### config.mk
export PLATFORM = sky130hd
export DESIGN_NAME = tlb_lru_page_translator
export DESIGN_NICKNAME = d
export VERILOG_FILES = /design/src/rtl/core/tlbpt_pkg.sv /design/src/rtl/core/tlbpt_ram.sv /design/src/rtl/core/tlbpt_tlb.sv /design/src/rtl/core/tlb_lru_page_translator.sv
export SDC_FILE = /design/constraint.sdc
export NUM_CORES = 2
export LEC_CHECK = 0
export ABC_AREA = 1
export BUFFER_PORTS_ARGS = -buffer_cell sky130_fd_sc_hd__buf_2
export CORE_MARGIN = 4
export CORE_UTILIZATION = 60
export DETAILED_ROUTE_END_ITERATION = 12
export PLACE_DENSITY_LB_ADDON = 0.12
export SLEW_MARGIN = 15
export SYNTH_ARGS = -nofsm -noshare
export SYNTH_HDL_FRONTEND = slang
export SYNTH_HIERARCHICAL = 1
export SYNTH_SLANG_ARGS = --single-unit
### constraint.sdc
create_clock -name clk -period 5.3 [get_ports clk]
set_input_delay 1.59 -clock clk [delete_from_list [all_inputs] [get_ports clk]]
set_output_delay 1.59 -clock clk [all_outputs]
set_load 0.02 [all_outputs]
### src/rtl/core/tlbpt_pkg.sv
// Shared widths and interface structs for the TLB page translator.
package tlbpt_pkg;

    localparam int ADDR_W   = 16;
    localparam int PAGE_W   = 8;
    localparam int OFFSET_W = 8;
    localparam int FRAME_W  = 8;
    localparam int COUNT_W  = 16;
    // One bit more than a page number so that the frame allocator can reach PAGE_COUNT.
    localparam int FREE_W   = 9;

    localparam logic [COUNT_W-1:0] COUNT_MAX = '1;

    typedef struct packed {
        logic               hit;
        logic [FRAME_W-1:0] frame;
    } tlbpt_lookup_t;

    typedef struct packed {
        logic               touch;
        logic               install;
        logic [FRAME_W-1:0] frame;
    } tlbpt_update_t;

endpackage

### src/rtl/core/tlbpt_ram.sv
// Generic single-port-write, single-port-read RAM with registered read data.
module tlbpt_ram #(
    parameter int WIDTH = 8,
    parameter int DEPTH = 256
) (
    input  logic                     clk,
    input  logic                     we,
    input  logic [$clog2(DEPTH)-1:0] waddr,
    input  logic [WIDTH-1:0]         wdata,
    input  logic [$clog2(DEPTH)-1:0] raddr,
    output logic [WIDTH-1:0]         rdata
);

    logic [WIDTH-1:0] mem_reg [DEPTH];
    logic [WIDTH-1:0] rdata_reg;

    always_ff @(posedge clk)
    begin
        if (we)
        begin
            mem_reg[waddr] <= wdata;
        end
        rdata_reg <= mem_reg[raddr];
    end

    assign rdata = rdata_reg;

endmodule

### src/rtl/core/tlbpt_tlb.sv
// Fully associative TLB with least-recently-used ranking held per entry.
module tlbpt_tlb #(
    parameter int TLB_ENTRIES = 16
) (
    input  logic                             clk,
    input  logic                             rst_n,
    input  logic [tlbpt_pkg::PAGE_W-1:0]     page,
    input  tlbpt_pkg::tlbpt_update_t         upd,
    output tlbpt_pkg::tlbpt_lookup_t         lookup
);

    localparam int SLOT_W = $clog2(TLB_ENTRIES);
    localparam int AGE_W  = $clog2(TLB_ENTRIES);
    localparam logic [AGE_W-1:0] AGE_LAST = AGE_W'(TLB_ENTRIES - 1);

    logic [tlbpt_pkg::PAGE_W-1:0]  page_reg  [TLB_ENTRIES];
    logic [tlbpt_pkg::PAGE_W-1:0]  page_next [TLB_ENTRIES];
    logic [tlbpt_pkg::FRAME_W-1:0] frame_reg  [TLB_ENTRIES];
    logic [tlbpt_pkg::FRAME_W-1:0] frame_next [TLB_ENTRIES];
    logic [AGE_W-1:0]              age_reg  [TLB_ENTRIES];
    logic [AGE_W-1:0]              age_next [TLB_ENTRIES];
    logic [TLB_ENTRIES-1:0]        valid_reg;
    logic [TLB_ENTRIES-1:0]        valid_next;

    logic [TLB_ENTRIES-1:0] match_vec;
    logic [TLB_ENTRIES-1:0] last_vec;
    logic [SLOT_W-1:0]      hit_slot;
    logic [SLOT_W-1:0]      free_slot;
    logic [SLOT_W-1:0]      oldest_slot;
    logic [SLOT_W-1:0]      inst_slot;
    logic                   any_free;
    logic [AGE_W-1:0]       hit_age;

    // Priority searches: scanning downward leaves the lowest index selected.
    always_comb
    begin
        hit_slot    = '0;
        free_slot   = '0;
        oldest_slot = '0;
        any_free    = 1'b0;
        for (int i = TLB_ENTRIES - 1; i >= 0; i--)
        begin
            match_vec[i] = valid_reg[i] && (page_reg[i] == page);
            last_vec[i]  = valid_reg[i] && (age_reg[i] == AGE_LAST);
            if (match_vec[i])
            begin
                hit_slot = SLOT_W'(i);
            end
            if (!valid_reg[i])
            begin
                free_slot = SLOT_W'(i);
                any_free  = 1'b1;
            end
            if (last_vec[i])
            begin
                oldest_slot = SLOT_W'(i);
            end
        end
    end

    // Ages of valid entries always form a permutation, so when the TLB is full the
    // least recently used entry is the one whose age is the last rank.
    assign inst_slot    = any_free ? free_slot : oldest_slot;
    assign hit_age      = age_reg[hit_slot];
    assign lookup.hit   = |match_vec;
    assign lookup.frame = frame_reg[hit_slot];

    always_comb
    begin
        for (int i = 0; i < TLB_ENTRIES; i++)
        begin
            page_next[i]  = page_reg[i];
            frame_next[i] = frame_reg[i];
            age_next[i]   = age_reg[i];
            valid_next[i] = valid_reg[i];
            if (upd.touch)
            begin
                if (SLOT_W'(i) == hit_slot)
                begin
                    age_next[i] = '0;
                end
                else if (valid_reg[i] && (age_reg[i] < hit_age))
                begin
                    age_next[i] = age_reg[i] + 1'b1;
                end
            end
            else if (upd.install)
            begin
                if (SLOT_W'(i) == inst_slot)
                begin
                    page_next[i]  = page;
                    frame_next[i] = upd.frame;
                    age_next[i]   = '0;
                    valid_next[i] = 1'b1;
                end
                else if (valid_reg[i] && (age_reg[i] < AGE_LAST))
                begin
                    age_next[i] = age_reg[i] + 1'b1;
                end
            end
        end
    end

    always_ff @(posedge clk or negedge rst_n)
    begin
        if (!rst_n)
        begin
            valid_reg <= '0;
            for (int i = 0; i < TLB_ENTRIES; i++)
            begin
                age_reg[i] <= '0;
            end
        end
        else
        begin
            valid_reg <= valid_next;
            for (int i = 0; i < TLB_ENTRIES; i++)
            begin
                age_reg[i] <= age_next[i];
            end
        end
    end

    always_ff @(posedge clk)
    begin
        for (int i = 0; i < TLB_ENTRIES; i++)
        begin
            page_reg[i]  <= page_next[i];
            frame_reg[i] <= frame_next[i];
        end
    end

    // A page is held by at most one valid entry.
    assert property (@(posedge clk) disable iff (!rst_n) $onehot0(match_vec))
        else $error("tlb: page matches more than one entry");

    // A full TLB has exactly one entry in the last recency rank.
    assert property (@(posedge clk) disable iff (!rst_n) (&valid_reg) |-> $onehot(last_vec))
        else $error("tlb: recency ranks are not a permutation");

endmodule

### src/rtl/core/tlb_lru_page_translator.sv
// Top level: address translation through an LRU TLB backed by a page table.
//
// Usage: drive logical_address and raise start for one cycle per transaction.
// busy is always low, so a transaction is taken on every edge where start is high.
// Each transaction produces one result transaction: done is high for exactly one
// cycle and physical_address, tlb_hit, page_fault, frames_exhausted, hit_total and
// fault_total are valid in that cycle only.
// Throughput is one transaction per cycle. The accepting edge registers the address
// and reads the page-table RAM (registered read); after that the design searches the
// TLB, resolves hit, table hit or fault and updates the TLB, valid bits and counters.
// Reset clears the TLB, all page-table valid bits, the frame allocator and both
// totals at once; no clearing pass is needed and start may be raised right away.
// The receiver cannot stall: a result is gone after its done cycle.
module tlb_lru_page_translator #(
    parameter int TLB_ENTRIES = 16,
    parameter int PAGE_COUNT  = 256
) (
    input  logic                              clk,
    input  logic                              rst_n,
    input  logic                              start,
    output logic                              busy,
    input  logic [tlbpt_pkg::ADDR_W-1:0]      logical_address,
    output logic                              done,
    output logic [tlbpt_pkg::ADDR_W-1:0]      physical_address,
    output logic                              tlb_hit,
    output logic                              page_fault,
    output logic                              frames_exhausted,
    output logic [tlbpt_pkg::COUNT_W-1:0]     hit_total,
    output logic [tlbpt_pkg::COUNT_W-1:0]     fault_total
);

    localparam int IDX_W = $clog2(PAGE_COUNT);
    localparam logic [tlbpt_pkg::FREE_W-1:0] PAGE_LIMIT = PAGE_COUNT[tlbpt_pkg::FREE_W-1:0];

    logic                                accept;
    logic                                valid_s1_reg;
    logic [tlbpt_pkg::PAGE_W-1:0]        page_s1_reg;
    logic [tlbpt_pkg::OFFSET_W-1:0]      offset_s1_reg;
    logic [IDX_W-1:0]                    page_idx;
    logic [IDX_W-1:0]                    rd_idx;
    logic [tlbpt_pkg::FRAME_W-1:0]       table_rdata;
    logic [PAGE_COUNT-1:0]               table_valid_reg;
    logic [tlbpt_pkg::FREE_W-1:0]        free_reg;
    logic [tlbpt_pkg::FREE_W-1:0]        free_next;
    logic [tlbpt_pkg::COUNT_W-1:0]       hits_reg;
    logic [tlbpt_pkg::COUNT_W-1:0]       hits_next;
    logic [tlbpt_pkg::COUNT_W-1:0]       faults_reg;
    logic [tlbpt_pkg::COUNT_W-1:0]       faults_next;

    logic                                in_range;
    logic                                hit;
    logic                                table_hit;
    logic                                fault;
    logic                                exhausted;
    logic [tlbpt_pkg::FRAME_W-1:0]       frame;
    logic [tlbpt_pkg::ADDR_W-1:0]        phys;

    logic                                done_reg;
    logic [tlbpt_pkg::ADDR_W-1:0]        phys_reg;
    logic                                hit_reg;
    logic                                fault_reg;
    logic                                exhausted_reg;

    tlbpt_pkg::tlbpt_lookup_t            lookup;
    tlbpt_pkg::tlbpt_update_t            upd;

    assign busy   = 1'b0;
    assign accept = start && !busy;
    assign rd_idx = logical_address[tlbpt_pkg::OFFSET_W +: IDX_W];

    always_ff @(posedge clk or negedge rst_n)
    begin
        if (!rst_n)
        begin
            valid_s1_reg <= 1'b0;
        end
        else
        begin
            valid_s1_reg <= accept;
        end
    end

    always_ff @(posedge clk)
    begin
        if (accept)
        begin
            page_s1_reg   <= logical_address[tlbpt_pkg::ADDR_W-1 -: tlbpt_pkg::PAGE_W];
            offset_s1_reg <= logical_address[tlbpt_pkg::OFFSET_W-1:0];
        end
    end

    // A page written by a fault is installed in the TLB in the same cycle, so a
    // following transaction to that page hits the TLB and never uses a stale read.
    tlbpt_ram #(
        .WIDTH (tlbpt_pkg::FRAME_W),
        .DEPTH (PAGE_COUNT)
    ) u_table (
        .clk   (clk),
        .we    (fault),
        .waddr (page_idx),
        .wdata (free_reg[tlbpt_pkg::FRAME_W-1:0]),
        .raddr (rd_idx),
        .rdata (table_rdata)
    );

    tlbpt_tlb #(
        .TLB_ENTRIES (TLB_ENTRIES)
    ) u_tlb (
        .clk    (clk),
        .rst_n  (rst_n),
        .page   (page_s1_reg),
        .upd    (upd),
        .lookup (lookup)
    );

    assign page_idx  = page_s1_reg[IDX_W-1:0];
    assign in_range  = valid_s1_reg && ({1'b0, page_s1_reg} < PAGE_LIMIT);
    assign hit       = in_range && lookup.hit;
    assign table_hit = in_range && !lookup.hit && table_valid_reg[page_idx];
    assign fault     = in_range && !lookup.hit && !table_valid_reg[page_idx]
                       && (free_reg < PAGE_LIMIT);
    assign exhausted = in_range && !lookup.hit && !table_valid_reg[page_idx]
                       && !(free_reg < PAGE_LIMIT);

    always_comb
    begin
        if (hit)
        begin
            frame = lookup.frame;
        end
        else if (table_hit)
        begin
            frame = table_rdata;
        end
        else
        begin
            frame = free_reg[tlbpt_pkg::FRAME_W-1:0];
        end
        phys = (hit || table_hit || fault) ? {frame, offset_s1_reg} : '0;
    end

    assign upd.touch   = hit;
    assign upd.install = fault;
    assign upd.frame   = free_reg[tlbpt_pkg::FRAME_W-1:0];

    assign free_next   = fault ? free_reg + 1'b1 : free_reg;
    assign hits_next   = (hit && (hits_reg != tlbpt_pkg::COUNT_MAX)) ? hits_reg + 1'b1
                                                                      : hits_reg;
    assign faults_next = (fault && (faults_reg != tlbpt_pkg::COUNT_MAX)) ? faults_reg + 1'b1
                                                                          : faults_reg;

    always_ff @(posedge clk or negedge rst_n)
    begin
        if (!rst_n)
        begin
            table_valid_reg <= '0;
            free_reg        <= '0;
            hits_reg        <= '0;
            faults_reg      <= '0;
            done_reg        <= 1'b0;
        end
        else
        begin
            if (fault)
            begin
                table_valid_reg[page_idx] <= 1'b1;
            end
            free_reg   <= free_next;
            hits_reg   <= hits_next;
            faults_reg <= faults_next;
            done_reg   <= valid_s1_reg;
        end
    end

    always_ff @(posedge clk)
    begin
        phys_reg      <= phys;
        hit_reg       <= hit;
        fault_reg     <= fault;
        exhausted_reg <= exhausted;
    end

    // The totals registers change only with a result, so they match it in the done cycle.
    assign done             = done_reg;
    assign physical_address = phys_reg;
    assign tlb_hit          = hit_reg;
    assign page_fault       = fault_reg;
    assign frames_exhausted = exhausted_reg;
    assign hit_total        = hits_reg;
    assign fault_total      = faults_reg;

    assert property (@(posedge clk) disable iff (!rst_n)
        done |-> $countones({tlb_hit, page_fault, frames_exhausted}) <= 1)
        else $error("translator: more than one outcome flag in a result");

    assert property (@(posedge clk) disable iff (!rst_n)
        fault |=> free_reg == $past(free_reg) + 1'b1)
        else $error("translator: frame allocator did not advance on a fault");

    assert property (@(posedge clk) disable iff (!rst_n)
        (done && frames_exhausted) |-> physical_address == '0)
        else $error("translator: exhausted result carries an address");

endmodule
== Word-level counts from Yosys, hierarchy flattened ==
Memories as Yosys holds them, arrays and structs flattened. A register that Yosys moved wholly into a read port is not among the register bits.
Index checks and enable logic that the tools add are counted.

* Eq/ne operators: 128
* Bitwise operators: 3
* Muxes and demuxes: 313
* Add/subtract/negate cells: 19
* Reductions and logical operators: 161
* $lt $le $gt $ge: 36

{| class="wikitable"
|+ Operator list
! kind !! number
|-
| $mux 8 || 113
|-
| $mux 4 || 162
|-
| $or 256x256->256 || 1
|-
| $reduce_and 3->1 || 48
|-
| $eq 8x8->1 || 16
|-
| $reduce_or 8->1 || 15
|-
| $logic_and 1x1->1 || 73
|-
| $add 4x1->4 const B || 16
|-
| $eq 4x4->1 const A || 16
|-
| $eq 4x4->1 const B || 16
|-
| $lt 4x4->1 || 16
|-
| $lt 4x4->1 const B || 16
|-
| $ne 3x1->1 const B || 16
|-
| $ne 3x3->1 const B || 16
|-
| $reduce_bool 3->1 || 16
|-
| $mux 1 || 35
|-
| $add 16x1->16 const B || 2
|-
| $eq 3x4->1 const A || 8
|-
| $ne 16x16->1 const B || 2
|-
| $ne 2x2->1 const B || 16
|-
| $bmux 4 s4 || 1
|-
| $eq 2x4->1 const A || 4
|-
| $ne 1x1->1 const B || 16
|-
| $reduce_or 16->1 || 1
|-
| 14 further kinds || 19
|}

* Logic and storage cells: 707
* RAM bits: 2304
* Memories kept: 3
* Flip-flop bits (word level): 414

{| class="wikitable"
|+ Memory list
! name !! words !! width !! read ports !! clocked after Yosys merged registers in !! wr ports !! RTL line !! RTL
|-
| u_table.mem_reg || 256 || 8 || 1 || 1 || 1 || tlbpt_ram.sv:14 || <nowiki>logic [WIDTH-1:0] mem_reg [DEPTH];</nowiki>
|-
| u_tlb.frame_reg || 16 || 8 || 1 || 0 || 1 || tlbpt_tlb.sv:18 || <nowiki>logic [tlbpt_pkg::FRAME_W-1:0] frame_reg [TLB_ENTRIES];</nowiki>
|-
| u_tlb.page_reg || 16 || 8 || 16 || 0 || 16 || tlbpt_tlb.sv:16 || <nowiki>logic [tlbpt_pkg::PAGE_W-1:0] page_reg [TLB_ENTRIES];</nowiki>
|}

== Logic depth before layout (Yosys ltp) ==
* Depth after elaboration: 38
* Depth in mapped cells: 41

== Hierarchy ==
The synthesis kept the hierarchy.

{| class="wikitable"
|+ Modules (own cells, without submodules)
! module !! cells an instance !! area an instance (um^2) !! instances
|-
| tlbpt_ram || 7003 || 83396.2 || 1
|-
| tlbpt_tlb || 1893 || 17646.9 || 1
|-
| tlb_lru_page_translator || 2036 || 16037.9 || 1
|}

== Least setup slack after synthesis ==
No wires, ideal clock.

* Path kind: reg2reg
* From: register free_reg[2] (netlist bit)
* To: register free_reg[7] (netlist bit)
* Stages on the path, launching flop included: 7
* Buffers on the path: 0
* Clock period less this slack: 4882 ps
* Data arrival time: 4742 ps
* Setup time: 140 ps
* Path slack: 418 ps
* Path through: dfrtp_1 -> nand3_1 -> nor2_1 -> nand3_1 -> xor2_1 -> nand2_1 -> o21ai_0

* Longest elaborated chain between the ends: 2
* Elaborated cells between the ends (all ways): 3
* Those cells by class: add/sub: 1; order compare: 1; reduce/logical: 1

{| class="wikitable"
|+ Ends and longest elaborated chain
! item !! RTL line !! RTL
|-
| start: declaration || tlb_lru_page_translator.sv:43 || <nowiki>logic [tlbpt_pkg::FREE_W-1:0] free_reg;</nowiki>
|-
| start signal: assignment || tlb_lru_page_translator.sv:168 || <nowiki>free_reg <= free_next;</nowiki>
|-
| $lt 9x9->1 || tlb_lru_page_translator.sv:121 || <nowiki>&& (free_reg < PAGE_LIMIT);</nowiki>
|-
| $logic_and 1x1->1 || tlb_lru_page_translator.sv:121 ||
|}

Several ways; a longest one is shown, not always the timed one.
A chain may end at the register's enable or synchronous reset.

== Worst setup path in the final report ==
* From: register page_s1_reg (netlist bit page_idx[0])
* To: memory u_table.mem_reg[153][5] (enable)

* Longest elaborated chain between the ends: 9
* Elaborated cells between the ends (all ways): 42
* Those cells by class: eq/ne: 16; mux: 4; reduce/logical: 22

{| class="wikitable"
|+ Ends and longest elaborated chain
! item !! RTL line !! RTL
|-
| start: declaration || tlb_lru_page_translator.sv:37 || <nowiki>logic [tlbpt_pkg::PAGE_W-1:0] page_s1_reg;</nowiki>
|-
| start signal: assignment || tlb_lru_page_translator.sv:87 || <nowiki>page_s1_reg <= logical_address[tlbpt_pkg::ADDR_W-1 -: tlbpt_pkg::PAGE_W];</nowiki>
|-
| branches (longest 9 deep; another with $bmux 1 s8) || - ||
|-
| end: declaration || tlbpt_ram.sv:14 ||
|}

Parallel ways; which one is timed is not known. The select of a mux whose other input is x is not followed.

==> run summary <==
=======================================================================================
Async set-or-reset flop fraction in the synthesized netlist ..............        13.9%
Time the worst path needs with I/O delays and setup ......................      5.20 ns
Number of nets in the finished design ....................................        10900
Height of the die ........................................................       450 um
Number of H-tree levels ..................................................            5
Placement Rows ...........................................................          161
Xor/xnor share of the synthesized area ...................................       0.800%
Critical path class ......................................................      reg2reg
Share of synthesized cell area in and, or, nand and nor gates ............        23.2%
Relative area change from synthesis to final layout ......................        9.97%
Core region area ......................................................... 193000 sq um
Cell area after synthesis ................................................ 117000 sq um
Share of power burned in registers .......................................        48.8%
P_sw .....................................................................      15.9 mW
Power per unit of standard cell area .....................................  432 nW/um^2
Area taken by flip-flops and latches .....................................  79700 sq um
Max-slew headroom at the worst pin .......................................        12.5%
Cts bufs inserted ........................................................          297
Final Hold Violating Endpoints ...........................................            0
Number of violations reported at the end of detailed-routing iteration 0 .        10700
First-pass GRT wire length ...............................................       483 mm
Count of filler cells inserted in the layout .............................        14500
Yosys warnings ...........................................................            6
Number of port buffers ...................................................           70
Syn_nets .................................................................        11000
Finished Core Util .......................................................        66.6%
Clk root buf .............................................................    clkbuf_16
Worst Setup End Kind .....................................................     register
Max-cap viol count .......................................................            0
Type of element launching the critical path ..............................     register
Share of final-layout standard cells stronger than drive strength 1 ......        7.28%
Pins over their slew limit ...............................................            0
Largest driver fanout on the critical path ...............................           89
Insertion delay to the later sink of the worst-skew pair .................      0.94 ns
Remaining design rule violation count ....................................            0
Number of global-route vias before repair ................................        78700
Critical Path AT .........................................................      5.73 ns
Static leakage ...........................................................      49.2 nW
Detailed-route wire length ...............................................       319 mm
Min-delay worst type .....................................................      reg2reg
Die width ................................................................       450 um
CTS tree .................................................................        built
Number of flip-flops under the largest register name .....................         2048
Area enclosed by the die boundary ........................................ 202000 sq um
Average cell area after synthesis ........................................   10.7 sq um
Maximum number of buffers from clock root to sink ........................            4
Int Power ................................................................      39.7 mW
Distinct cell type count of the synthesized netlist ......................           55
Share of the cycle needed by the critical path after routing .............        98.0%
Highest achievable clock rate ............................................      192 MHz
# setup viols final ......................................................            0
IO Pins ..................................................................           72
Hold slack final .........................................................     0.434 ns
FF+latch count, synth ....................................................         2726
Congestion Overflow GR ...................................................            0
Mux contribution to synthesized area .....................................     0.00962%
Clock Sink Count .........................................................         2726
Actual slew at the worst max-slew pin ....................................      1.31 ns
Net Sw Frac ..............................................................        28.6%
Run status ............................................................... finished clean
Synth Area in Adders .....................................................       0.716%
Post-synthesis instance total ............................................        10900
Initial antenna violation count ..........................................           11
Detailed Place HPWL ......................................................       183 mm
Total routing usage reported by global routing ...........................        31.0%
Post-synthesis sequential area ratio .....................................        68.1%
Number of iterations in the first detailed-routing pass ..................            8
Portion of total power attributed to the clock network ...................        35.1%
Peak VDD IR ..............................................................     0.521 mV
Clock Pin Slew Worst Setup and Hold Paths ................................      0.06 ns
Remaining antenna violation count ........................................            0
Wire length per cell .....................................................      23.5 um
Combinational family with the most area after synthesis .................. simple AND/OR/NAND/NOR gates
Starting Density .........................................................        60.5%
Ratio of routed vias to standard cells ...................................         6.10
Unrepaired setup endpoints after global routing ..........................          yes
Final weighted congestion of routability-driven global placement .........        0.915
Via count ................................................................        82900
Compound-gate portion of the synthesized area ............................        3.17%
Pin count of the biggest net entering global routing .....................          264
Footprint of the multi-input gates .......................................  32800 sq um
Main flop type after synthesis ...........................................     edfxtp_1
Post-CTS setup buffer count ..............................................            0
Fraction of power consumed by combinational cells ........................        16.1%
Skew final ...............................................................    0.0401 ns
Number of enable-type register cells in the synthesized netlist ..........         2320
Data required time of the worst path .....................................      5.83 ns
=======================================================================================
per-stage QoR:
step           total power [mW]  worst slack (ns)  instance area, sq um  cells  TNS, ns
4_1_cts                    55.7            0.0786                129000  13600        0
5_1_grt                    57.8            -0.185                129000  13600   -21.96
2_1_floorplan              33.0             0.418                117000  10900        0
3_5_place_dp               36.3             0.103                120000  13100        0
3_3_place_gp               36.0             0.209                120000  13100        0
6_report                   55.6             0.105                129000  13600        0
routing by layer:
layer  share of wire, %  up-vias  GRT usage (%)
met5              0.028        -              0
met4                4.0        6           12.4
met3                9.6      742           5.33
met2                 46     4265           48.1
met1                 40    40400           44.0
li1                   -    37500              -
final cells by class:
type / count / share of cell area [%]
clock inverters: 119 / 0.834
diodes: 5 / 0.00972
inverters: 387 / 1.16
flip-flops and latches: 2726 / 61.9
clock buffers: 378 / 6.18
multi-input cells: 7175 / 25.5
well taps: 2526 / 2.45
repair buffers: 266 / 1.95
Yosys cell counts, drive strengths merged, types with 21 or more instances:
cell | n | area [sq um]
a21oi | 49 | 249
a22oi | 50 | 375
buf | 458 | 2570
clkbuf | 186 | 698
dfrtp | 379 | 9480
dfxtp | 27 | 541
edfxtp | 2320 | 69700
ha | 67 | 838
inv | 386 | 1450
nand2 | 3466 | 13100
nand3 | 2215 | 11100
nand4 | 21 | 138
nor2 | 654 | 2470
o21ai | 228 | 1140
o21bai | 172 | 1290
o22ai | 31 | 194
or2 | 24 | 150
xnor2 | 39 | 342
xor2 | 68 | 596
power groups by stage:
stage                     Sequential [mW]  Combinational [mW]  Clock [mW]
after global placement               27.5                8.48           0
after CTS                            27.1                8.81        19.8
after floorplan                      28.1                4.83           0
after detailed placement             27.5                8.77           0
after global routing                 27.2                9.86        20.7
final                                27.1                8.97        19.5
worst max-delay path, cell delays in order, from the launching register on:
cell and delay, ns:
edfxtp_1 0.39, buf_12 0.36, inv_2 0.30, buf_4 0.35, nand2_1 0.12, nand2_1 0.06
nand2_1 0.05, nand2_1 0.06, nand2_1 0.06, nand2_1 0.07, nor2_1 0.12, nor2_1 0.05
nor2_1 0.16, nand2_1 0.07, nand2_1 0.06, nand2_1 0.09, nor2_2 0.29, nand3_4 0.14
inv_2 0.44, nand3_1 0.70, nor2_1 0.78
final timing paths:
path,start,to,slack [ns],depth (start not counted)
setup / recovery,page_idx[0],u_table/mem_reg[153][5],0.10,20
hold reg to reg,offset_s1_reg[1],physical_address[1],0.43,2
hold / removal,offset_s1_reg[1],physical_address[1],0.43,2
min in group asynchronous,rst_n,fault_total[14],0.62,1
setup reg to reg,page_idx[0],u_table/mem_reg[153][5],0.10,20
max in group asynchronous,rst_n,u_tlb/age_reg[28],3.48,2
cell usage in the layout (no fill, tap or decap), drive strengths merged, types with 5 or more instances in the layout:
cell and count:
a22oi 50, bufinv 19, a2111oi 8, diode 5, nand3 2215, buf 266
inv 390, o21ai 228, ha 67, nor4 18, a211oi 18, xnor2 39
clkinvlp 15, xor2 68, o22ai 31, nor3 13, or2 24, nor2 654
clkinv 82, a221oi 11, dfxtp 27, a21oi 49, a2111o 6, dfrtp 379
nand2 3466, clkbuf 378, o21bai 172, nand4 21, edfxtp 2320
repair_timing:
| action | in CTS | in global routing |
|---|---|---|
| resized for setup | 0 | 52 |
| hold buffers | 0 | 0 |
| endpoints found under the setup margin | 0 | 578 |
cells by family (layout without fill, tap and decap cells):
logic type      after synthesis  in the layout
simple gates               6417           6417
flops                      2726           2726
buf+inv                    1031           1150
compound gates              582            582
xor+xnor                    107            107
fa+ha+maj                    67             67
other cells                   1              6
mux                           1              1
No activity file was read; power rests on OpenSTA's default activity.
